--- src/hw/rtl/crt_pkg.sv ---
// crt_pkg: shared constants for the generalised CRT combiner.
// Used by crt_div, crt_mul, crt_noncoprime_combiner_top, crt_checker and the test. No dependencies.
package crt_pkg;

	localparam int MOD_W = 32;  // width of modulus and residue
	localparam int RES_W = 64;  // width of running modulus and remainder
	localparam int STS_W = 2;

	localparam logic [STS_W-1:0] ST_OK       = 2'd0;
	localparam logic [STS_W-1:0] ST_NOSOL    = 2'd1;
	localparam logic [STS_W-1:0] ST_INVALID  = 2'd2;
	localparam logic [STS_W-1:0] ST_OVERFLOW = 2'd3;

endpackage

--- src/hw/rtl/crt_div.sv ---
// crt_div: restoring divider, RES_W-bit dividend by MOD_W-bit divisor, one bit a cycle.
// Depends on crt_pkg. Divisor must be non-zero.
module crt_div import crt_pkg::*; (
	input  logic             clk,
	input  logic             arst_n,
	input  logic             start,
	input  logic [RES_W-1:0] dividend,
	input  logic [MOD_W-1:0] divisor,
	output logic             done,
	output logic [RES_W-1:0] quotient,
	output logic [MOD_W-1:0] remainder
);
	localparam int CNT_W = $clog2(RES_W);

	logic             run_q;
	logic             done_q;
	logic [CNT_W-1:0] cnt_q;
	logic [RES_W-1:0] quo_q;
	logic [MOD_W-1:0] rem_q;
	logic [MOD_W-1:0] dvs_q;
	logic [MOD_W:0]   sh;
	logic             ge;

	assign sh = {rem_q, quo_q[RES_W-1]};
	assign ge = sh >= {1'b0, dvs_q};

	always_ff @(posedge clk or negedge arst_n) begin
		if (!arst_n) begin
			run_q  <= 1'b0;
			done_q <= 1'b0;
			cnt_q  <= '0;
		end else begin
			done_q <= 1'b0;
			if (start) begin
				run_q <= 1'b1;
				cnt_q <= '0;
			end else if (run_q) begin
				cnt_q <= cnt_q + 1'b1;
				if (cnt_q == CNT_W'(RES_W - 1)) begin
					run_q  <= 1'b0;
					done_q <= 1'b1;
				end
			end
		end
	end

	always_ff @(posedge clk) begin
		if (start) begin
			quo_q <= dividend;
			rem_q <= '0;
			dvs_q <= divisor;
		end else if (run_q) begin
			quo_q <= {quo_q[RES_W-2:0], ge};
			rem_q <= ge ? MOD_W'(sh - {1'b0, dvs_q}) : sh[MOD_W-1:0];
		end
	end

	assign done      = done_q;
	assign quotient  = quo_q;
	assign remainder = rem_q;
endmodule

--- src/hw/rtl/crt_mul.sv ---
// crt_mul: MOD_W x MOD_W multiplier with registered product and done, ready the cycle after start.
// Depends on crt_pkg.
module crt_mul import crt_pkg::*; (
	input  logic               clk,
	input  logic               arst_n,
	input  logic               start,
	input  logic [MOD_W-1:0]   a,
	input  logic [MOD_W-1:0]   b,
	output logic               done,
	output logic [2*MOD_W-1:0] prod
);
	logic               done_q;
	logic [2*MOD_W-1:0] prod_q;

	always_ff @(posedge clk or negedge arst_n) begin
		if (!arst_n) begin
			done_q <= 1'b0;
		end else begin
			done_q <= start;
		end
	end

	always_ff @(posedge clk) begin
		if (start) begin
			prod_q <= a * b;
		end
	end

	assign done = done_q;
	assign prod = prod_q;
endmodule

--- src/hw/rtl/crt_noncoprime_combiner_top.sv ---
// crt_noncoprime_combiner_top: generalised CRT combiner, sequencer plus shared units.
// Depends on crt_pkg, crt_div and crt_mul.
//
// Each beat (start high while busy low) carries one congruence x = residue (mod
// modulus). Beats of a set are folded into a running congruence whose modulus
// is the lcm of the moduli so far; the beat with last set produces one result,
// shown on solution/combined_modulus/status for exactly one cycle with valid
// high, after which the block is clear for the next set. The receiver cannot
// stall: it must take the result in that cycle. busy stays high from the
// accepting edge until the result (or, for a non-last beat, the end of the fold).
// The first beat of a set, an invalid beat and any beat after an error skip the
// fold. A fold runs every division through the single bit-serial divider: 7
// fixed divisions, plus 1 per gcd step and 2 per extended Euclid step. With
// 32-bit moduli each loop takes up to about 45 steps; products go through the
// single 32x32 multiplier.
// Status: 0 ok, 1 no solution, 2 invalid input (modulus 0 or residue >=
// modulus), 3 lcm beyond 64 bits. The first error of a set is kept; solution
// and combined_modulus read 0 on any error. A zero solution is reported as the lcm.
module crt_noncoprime_combiner_top import crt_pkg::*; (
	input  logic             clk,
	input  logic             arst_n,
	input  logic             start,
	input  logic [MOD_W-1:0] modulus,
	input  logic [MOD_W-1:0] residue,
	input  logic             last,
	output logic             busy,
	output logic             valid,
	output logic [RES_W-1:0] solution,
	output logic [RES_W-1:0] combined_modulus,
	output logic [STS_W-1:0] status
);
	localparam logic [4:0] S_IDLE = 5'd0;
	localparam logic [4:0] S_GM   = 5'd1;   // M mod m
	localparam logic [4:0] S_GL   = 5'd2;   // gcd loop
	localparam logic [4:0] S_RM   = 5'd3;   // R mod m
	localparam logic [4:0] S_DG   = 5'd4;   // d / g
	localparam logic [4:0] S_MG   = 5'd5;   // m / g
	localparam logic [4:0] S_OV1  = 5'd6;   // M lo * mp
	localparam logic [4:0] S_OV2  = 5'd7;   // M hi * mp
	localparam logic [4:0] S_QG   = 5'd8;   // M / g
	localparam logic [4:0] S_AM   = 5'd9;   // (M/g) mod mp
	localparam logic [4:0] S_EU   = 5'd10;  // Euclid quotient
	localparam logic [4:0] S_EM   = 5'd11;  // q * t1
	localparam logic [4:0] S_ER   = 5'd12;  // mod mp
	localparam logic [4:0] S_KM   = 5'd13;  // dq * inv
	localparam logic [4:0] S_KR   = 5'd14;  // mod mp
	localparam logic [4:0] S_RK1  = 5'd15;  // M lo * k
	localparam logic [4:0] S_RK2  = 5'd16;  // M hi * k
	localparam logic [4:0] S_FIN  = 5'd17;

	logic [4:0]         state_q;
	logic               pend_q;
	logic [MOD_W-1:0]   m_q, r_q;
	logic               last_q;
	logic [RES_W-1:0]   big_m_q, big_r_q;
	logic [STS_W-1:0]   err_q;
	logic               first_q;
	logic [MOD_W-1:0]   ga_q, gb_q, g_q, dq_q, mp_q, t0_q, t1_q, q_q, k_q;
	logic [RES_W-1:0]   p1_q, nm_q, w_q;

	logic               valid_q;
	logic [RES_W-1:0]   sol_q, cm_q;
	logic [STS_W-1:0]   sts_q;

	logic               accept;
	logic               div_go, mul_go;
	logic [RES_W-1:0]   div_dvd;
	logic [MOD_W-1:0]   div_dvs;
	logic               div_done;
	logic [RES_W-1:0]   div_quo;
	logic [MOD_W-1:0]   div_rem;
	logic [MOD_W-1:0]   mul_a, mul_b;
	logic               mul_done;
	logic [2*MOD_W-1:0] mul_prod;
	logic [RES_W+MOD_W-1:0] ov_sum;
	logic [MOD_W-1:0]   d_val, t2_val;

	assign accept = start && !busy;
	assign busy   = state_q != S_IDLE;

	// Operand selection for the shared divider and multiplier
	always_comb begin
		div_go  = 1'b0;
		mul_go  = 1'b0;
		div_dvd = '0;
		div_dvs = MOD_W'(1);
		mul_a   = '0;
		mul_b   = '0;
		unique case (state_q)
			S_GM: begin div_dvd = big_m_q;            div_dvs = m_q;  div_go = !pend_q; end
			S_GL: begin div_dvd = RES_W'(ga_q);       div_dvs = gb_q;
				div_go = !pend_q && (gb_q != '0); end
			S_RM: begin div_dvd = big_r_q;            div_dvs = m_q;  div_go = !pend_q; end
			S_DG: begin div_dvd = RES_W'(dq_q);       div_dvs = g_q;  div_go = !pend_q; end
			S_MG: begin div_dvd = RES_W'(m_q);        div_dvs = g_q;  div_go = !pend_q; end
			S_QG: begin div_dvd = big_m_q;            div_dvs = g_q;  div_go = !pend_q; end
			S_AM: begin div_dvd = w_q;                div_dvs = mp_q; div_go = !pend_q; end
			S_EU: begin div_dvd = RES_W'(ga_q);       div_dvs = gb_q;
				div_go = !pend_q && (gb_q != '0); end
			S_ER: begin div_dvd = p1_q;               div_dvs = mp_q; div_go = !pend_q; end
			S_KR: begin div_dvd = p1_q;               div_dvs = mp_q; div_go = !pend_q; end
			S_OV1: begin mul_a = big_m_q[MOD_W-1:0];     mul_b = mp_q; mul_go = !pend_q; end
			S_OV2: begin mul_a = big_m_q[RES_W-1:MOD_W]; mul_b = mp_q; mul_go = !pend_q; end
			S_EM:  begin mul_a = q_q;                    mul_b = t1_q; mul_go = !pend_q; end
			S_KM:  begin mul_a = dq_q;                   mul_b = t0_q; mul_go = !pend_q; end
			S_RK1: begin mul_a = big_m_q[MOD_W-1:0];     mul_b = k_q;  mul_go = !pend_q; end
			S_RK2: begin mul_a = big_m_q[RES_W-1:MOD_W]; mul_b = k_q;  mul_go = !pend_q; end
			default: ;
		endcase
	end

	crt_div u_div (
		.clk       (clk),
		.arst_n    (arst_n),
		.start     (div_go),
		.dividend  (div_dvd),
		.divisor   (div_dvs),
		.done      (div_done),
		.quotient  (div_quo),
		.remainder (div_rem)
	);

	crt_mul u_mul (
		.clk    (clk),
		.arst_n (arst_n),
		.start  (mul_go),
		.a      (mul_a),
		.b      (mul_b),
		.done   (mul_done),
		.prod   (mul_prod)
	);

	// d = (r - R mod m) mod m
	assign d_val  = (r_q >= div_rem) ? r_q - div_rem : r_q + (m_q - div_rem);
	// t2 = (t0 - q*t1 mod n) mod n
	assign t2_val = (t0_q >= div_rem) ? t0_q - div_rem : t0_q + (mp_q - div_rem);
	// full M * mp; anything above 64 bits is overflow
	assign ov_sum = (RES_W+MOD_W)'(p1_q) + {mul_prod, {MOD_W{1'b0}}};

	always_ff @(posedge clk or negedge arst_n) begin
		if (!arst_n) begin
			state_q <= S_IDLE;
			pend_q  <= 1'b0;
			big_m_q <= '0;
			big_r_q <= '0;
			err_q   <= ST_OK;
			first_q <= 1'b1;
			valid_q <= 1'b0;
		end else begin
			valid_q <= 1'b0;
			if (div_go || mul_go) begin
				pend_q <= 1'b1;
			end
			unique case (state_q)
				S_IDLE: begin
					if (accept) begin
						state_q <= S_FIN;
						if (err_q == ST_OK) begin
							if (modulus == '0 || residue >= modulus) begin
								err_q <= ST_INVALID;
							end else if (first_q) begin
								big_m_q <= RES_W'(modulus);
								big_r_q <= RES_W'(residue);
							end else begin
								state_q <= S_GM;
							end
						end
					end
				end
				S_GM: if (pend_q && div_done) begin
					pend_q <= 1'b0; ga_q <= m_q; gb_q <= div_rem; state_q <= S_GL;
				end
				S_GL: begin
					if (!pend_q && gb_q == '0) begin
						g_q <= ga_q; state_q <= S_RM;
					end else if (pend_q && div_done) begin
						pend_q <= 1'b0; ga_q <= gb_q; gb_q <= div_rem;
					end
				end
				S_RM: if (pend_q && div_done) begin
					pend_q <= 1'b0; dq_q <= d_val; state_q <= S_DG;
				end
				S_DG: if (pend_q && div_done) begin
					pend_q <= 1'b0;
					if (div_rem != '0) begin
						err_q <= ST_NOSOL; state_q <= S_FIN;
					end else begin
						dq_q <= div_quo[MOD_W-1:0]; state_q <= S_MG;
					end
				end
				S_MG: if (pend_q && div_done) begin
					pend_q <= 1'b0; mp_q <= div_quo[MOD_W-1:0]; state_q <= S_OV1;
				end
				S_OV1: if (pend_q && mul_done) begin
					pend_q <= 1'b0; p1_q <= mul_prod; state_q <= S_OV2;
				end
				S_OV2: if (pend_q && mul_done) begin
					pend_q <= 1'b0;
					if (ov_sum[RES_W+MOD_W-1:RES_W] != '0) begin
						err_q <= ST_OVERFLOW; state_q <= S_FIN;
					end else begin
						nm_q <= ov_sum[RES_W-1:0]; state_q <= S_QG;
					end
				end
				S_QG: if (pend_q && div_done) begin
					pend_q <= 1'b0; w_q <= div_quo; state_q <= S_AM;
				end
				S_AM: if (pend_q && div_done) begin
					pend_q <= 1'b0;
					ga_q <= mp_q; gb_q <= div_rem;
					t0_q <= '0;
					t1_q <= (mp_q == MOD_W'(1)) ? '0 : MOD_W'(1);
					state_q <= S_EU;
				end
				S_EU: begin
					if (!pend_q && gb_q == '0) begin
						state_q <= S_KM;
					end else if (pend_q && div_done) begin
						pend_q <= 1'b0; q_q <= div_quo[MOD_W-1:0];
						ga_q <= gb_q; gb_q <= div_rem; state_q <= S_EM;
					end
				end
				S_EM: if (pend_q && mul_done) begin
					pend_q <= 1'b0; p1_q <= mul_prod; state_q <= S_ER;
				end
				S_ER: if (pend_q && div_done) begin
					pend_q <= 1'b0; t0_q <= t1_q; t1_q <= t2_val; state_q <= S_EU;
				end
				S_KM: if (pend_q && mul_done) begin
					pend_q <= 1'b0; p1_q <= mul_prod; state_q <= S_KR;
				end
				S_KR: if (pend_q && div_done) begin
					pend_q <= 1'b0; k_q <= div_rem; state_q <= S_RK1;
				end
				S_RK1: if (pend_q && mul_done) begin
					pend_q <= 1'b0; p1_q <= mul_prod; state_q <= S_RK2;
				end
				S_RK2: if (pend_q && mul_done) begin
					pend_q  <= 1'b0;
					// R + M*k stays below the new lcm, so 64 bits suffice
					big_r_q <= big_r_q + p1_q + {mul_prod[MOD_W-1:0], {MOD_W{1'b0}}};
					big_m_q <= nm_q;
					state_q <= S_FIN;
				end
				S_FIN: begin
					state_q <= S_IDLE;
					// a new set starts after the last beat
					first_q <= last_q;
					if (last_q) begin
						valid_q <= 1'b1;
						sts_q   <= err_q;
						if (err_q == ST_OK) begin
							sol_q <= (big_r_q != '0) ? big_r_q : big_m_q;
							cm_q  <= big_m_q;
						end else begin
							sol_q <= '0;
							cm_q  <= '0;
						end
						big_m_q <= '0;
						big_r_q <= '0;
						err_q   <= ST_OK;
					end
				end
				default: state_q <= S_IDLE;
			endcase
		end
	end

	always_ff @(posedge clk) begin
		if (accept) begin
			m_q    <= modulus;
			r_q    <= residue;
			last_q <= last;
		end
	end

	assign valid            = valid_q;
	assign solution         = sol_q;
	assign combined_modulus = cm_q;
	assign status           = sts_q;

	// an accepted beat always has busy high in the cycle after it is taken
	a_accept_busy: assert property (@(posedge clk) disable iff (!arst_n)
		accept |=> busy) else $error("accepted beat did not raise busy");

	// result appears only as the sequencer returns to idle
	a_valid_idle: assert property (@(posedge clk) disable iff (!arst_n)
		valid |-> !busy && $past(busy)) else $error("result outside end of set");

	// error results carry zero payload
	a_err_zero: assert property (@(posedge clk) disable iff (!arst_n)
		valid && status != ST_OK |-> solution == '0 && combined_modulus == '0)
		else $error("error result with non-zero payload");

	// good results have a non-zero lcm and a solution no larger than it
	a_ok_range: assert property (@(posedge clk) disable iff (!arst_n)
		valid && status == ST_OK |-> combined_modulus != '0 && solution <= combined_modulus)
		else $error("solution out of range");
endmodule

--- config.mk ---
export PLATFORM = sky130hd
export DESIGN_NAME = crt_noncoprime_combiner_top
export DESIGN_NICKNAME = d
export VERILOG_FILES = /design/src/hw/rtl/crt_pkg.sv /design/src/hw/rtl/crt_div.sv /design/src/hw/rtl/crt_mul.sv /design/src/hw/rtl/crt_noncoprime_combiner_top.sv
export SDC_FILE = /design/constraint.sdc
export NUM_CORES = 2
export LEC_CHECK = 0
export ABC_AREA = 1
export BUFFER_PORTS_ARGS = -buffer_cell sky130_fd_sc_hd__buf_2
export CAP_MARGIN = 20
export CORE_MARGIN = 4
export CORE_UTILIZATION = 55
export CTS_BUF_LIST = sky130_fd_sc_hd__clkbuf_4 sky130_fd_sc_hd__clkbuf_8
export DETAILED_ROUTE_END_ITERATION = 6
export GPL_TIMING_DRIVEN = 0
export HOLD_SLACK_MARGIN = 0.1
export PLACE_DENSITY_LB_ADDON = 0.08
export SLEW_MARGIN = 20
export SYNTH_ARGS = -nofsm -noshare
export SYNTH_HDL_FRONTEND = slang
export SYNTH_HIERARCHICAL = 1
export SYNTH_SLANG_ARGS = --single-unit
--- constraint.sdc ---
create_clock -name clk -period 13.3 [get_ports clk]
set_input_delay 3.99 -clock clk [delete_from_list [all_inputs] [get_ports clk]]
set_output_delay 3.99 -clock clk [all_outputs]
set_load 0.01 [all_outputs]
==> results.sh <==
export IMPL_outcome="finished with violations"
export IMPL_violations="DRC"
export IMPL_post_place_cells=14900
export IMPL_port_buffers=199
export IMPL_synth_seq_area_share=0.297
export IMPL_grt_max_degree=87
export IMPL_synthDominantCellAreaShare=0.253
export IMPL_ys_types=66
export IMPL_io_pins=200
export IMPL_vias_per_cell=6.07
export IMPL_async_flop_share=0.145
export IMPL_routed_wl_um=446000
export IMPL_hold_buffers=0
export IMPL_rows=155
export IMPL_die_area_um2=187000
export IMPL_vias=92800
export IMPL_yosysWarnings=6
export IMPL_min_path_type="reg2reg"
export IMPL_wl_per_cell_um=29.2
export IMPL_synth_most_common_cell="nand2_1"
export IMPL_yosys_area_top_type="edfxtp_1"
export IMPL_cts_max_level=4
export IMPL_clk_latency_ps=1000
export IMPL_slowest_delay_ps=880
export IMPL_slew_headroom=0.0842
export IMPL_p_leak_nw=55.6
export IMPL_antenna_found_initial=31
export IMPL_die_x_um=432
export IMPL_slew_viol_final=0
export IMPL_synth_nets=13900
export IMPL_place_area_um2=104000
export IMPL_cp_top_family="adder cells"
export IMPL_cts_sinks=1014
export IMPL_maxCapViolations=0
export IMPL_crit_type="reg2reg"
export IMPL_synth_commonest_cells="nand2_1, inv_1, fa_1"
export IMPL_drc=174
export IMPL_finClkSkew_ps=112
export IMPL_drtAntennaViolNets=0
export IMPL_syn2layout_area_growth_pct=9.05
export IMPL_overflow=0
export IMPL_place_gp_congestion=1.12
export IMPL_critical_path_buf_inv_count=9
export IMPL_period_needed_ps=11840
export IMPL_numCtsBuffers=172
export IMPL_grt_pass1_wl_um=626000
export IMPL_place_hpwl_um=366000
export IMPL_max_vdd_ir_drop_uv=185
export IMPL_core_area_um2=179000
export IMPL_pre_cts_ws_ps=2080
export IMPL_worst_setup_path_start_kind="flop"
export IMPL_drive_gt1_frac=0.0628
export IMPL_required_ps=13930
export IMPL_rsz0062_at_grt="no"
export IMPL_syn_inst=12300
export IMPL_arrival_ps=12460
export IMPL_crit_fanout=10
export IMPL_setup_violations=0
export IMPL_endpoint_kind="flop"
export IMPL_synth_seq_cells=1014
export IMPL_grt_use_total=0.473
export IMPL_cp_slowest_cell="clkbuf_1"
export IMPL_grt_pass1_vias=89400
export IMPL_fin_cells=15300
export IMPL_fin_tns_setup_ps=0
export IMPL_synth_edf_count=835
export IMPL_start_util=0.554
export IMPL_cts_reportedPaths_clkPinSlew_ps=70
export IMPL_post_route_period_util=0.890
export IMPL_drt_initial_drc_count=13700
export IMPL_cts_buffer_depth=3
export IMPL_dieHeight_um=432
export IMPL_synthFlopType="edfxtp_1"
export IMPL_syn_cell_area_um2=99000
export IMPL_cp_common_cell="nand2_1"
export IMPL_cts_setup_buffers=0
export IMPL_finalHoldViolCount=0
export IMPL_root_buffer="clkbuf_8"
export IMPL_tightestPinTransition_ps=1360
export IMPL_syn_area_per_cell_um2=8.05
export IMPL_hold_slack_ps=402
export IMPL_final_nets=14400
export IMPL_max_clock_freq_ghz=0.0845
export IMPL_cts_tree="done"
export IMPL_setup_ws_ps=1460
export IMPL_cts_resized=0
export IMPL_yosys_top_cells_area="edfxtp_1, fa_1, nand2_1, inv_1, ha_1"
export IMPL_first_pass_iters=7
export IMPL_power_density_nw_per_um2=174
export IMPL_design_area_um2=108000
## cells in the final DEF, fill, tap and decap left out, types with 21 or more instances in the layout
cell | synthesis | final
a221oi_1 | 48 | 48
clkbuf_4 | 0 | 57
a31oi_1 | 33 | 33
o21ai_0 | 439 | 421
xnor2_1 | 75 | 75
nand2_2 | 30 | 30
diode_2 | 0 | 37
xor2_1 | 152 | 152
dfrtp_1 | 146 | 146
edfxtp_1 | 835 | 835
buf_2 | 35 | 236
a22oi_1 | 87 | 87
o22ai_1 | 55 | 55
nor3_1 | 68 | 64
o21ai_1 | 39 | 55
inv_1 | 2864 | 2863
fa_1 | 994 | 994
nand2_1 | 3433 | 3433
a21o_1 | 33 | 33
nand4_1 | 101 | 101
nor2_1 | 629 | 623
nor2_2 | 35 | 37
clkinv_1 | 3 | 27
dfxtp_1 | 32 | 32
ha_1 | 580 | 580
nor4_1 | 54 | 54
o221ai_1 | 67 | 58
buf_4 | 4 | 21
nand3_1 | 283 | 283
a21oi_1 | 495 | 490
o211ai_1 | 27 | 27
clkbuf_1 | 329 | 315
clkbuf_8 | 0 | 189
o21bai_1 | 46 | 46
inv_2 | 22 | 23
clkinv_2 | 0 | 24
nand3b_1 | 26 | 26
o2111ai_1 | 44 | 44
## stage by stage
step | utilization | total power (W)
CTS | 0.603 | 0.0181
global placement | 0.576 | 0.0148
finish | 0.604 | 0.0188
floorplan | - | 0.0107
detailed placement | 0.582 | 0.0150
global route | 0.604 | 0.0194
## layer usage
| layer | track usage | vias up | wire length, µm |
|---|---|---|---|
| met5 | 0.0203 | - | 504 |
| met4 | 0.371 | 22 | 45300 |
| met3 | 0.171 | 2092 | 62800 |
| met2 | 0.685 | 7385 | 185000 |
| met1 | 0.571 | 44200 | 153000 |
| li1 | - | 39100 | - |
## final timing paths
| check | from | to | slack (ps) | cells after the start |
|---|---|---|---|---|
| worst max-delay path | state_q[3] | u_mul/prod[62] | 1460 | 35 |
| worst min-delay path | u_div/quotient[60] | w_q[60] | 400 | 0 |
| worst max register to register | state_q[3] | u_mul/prod[62] | 1460 | 35 |
| worst min register to register | u_div/quotient[60] | w_q[60] | 400 | 0 |
| max in group asynchronous | arst_n | big_m_q[48] | 9280 | 2 |
| min in group asynchronous | arst_n | big_r_q[7] | 2980 | 1 |
## sequential cells by signal, indices dropped and copies added, names as in the netlist, 64 cells and up
name and count:
combined_modulus 64, big_m_q 64, u_mul/prod 64, w_q 64
p1_q 64, solution 64, big_r_q 64, u_div/quotient 64
nm_q 64
## worst register-to-register path: cells and delay by family (launching register included)
| kind | cells | cell delay, ps |
|---|---|---|
| adders and majority gates | 9 | 4360 |
| buffers and inverters | 9 | 3160 |
| and+or+nand+nor | 13 | 2200 |
| AOI/OAI and AO/OA | 4 | 1290 |
| DFF | 1 | 480 |
## kinds of logic (layout without fill, tap and decap cells)
kind of cell | count (synthesis) | count (layout) | share of synthesized area
fa+ha+maj | 1574 | 1574 | 0.274
simple gates | 4731 | 4731 | 0.194
xor+xnor | 227 | 227 | 0.0201
flops | 1014 | 1014 | 0.297
compound gates | 1479 | 1479 | 0.0892
other cells | 0 | 37 | 0
buf+inv | 3275 | 3858 | 0.125
## area by class of cell
class | instances | area (µm²)
Fill cell | 16000 | 70700
Multi-Input combinational cell | 8011 | 57400
Sequential cell | 1014 | 29400
Inverter | 2889 | 10800
Clock buffer | 245 | 3020
Tap cell | 2355 | 2950
Timing Repair Buffer | 261 | 1940
Buffer | 386 | 1590
Clock inverter | 77 | 749
Antenna cell | 37 | 92.6
## where the power goes
group | switching (W) | internal [W] | total, W | leakage (nW)
registers | 0.000871 | 0.00418 | 0.00505 | 10.0
clock network | 0.00147 | 0.00167 | 0.00315 | 1.98
logic | 0.00763 | 0.00294 | 0.0106 | 43.6
(Power assumes the default switching activity.)
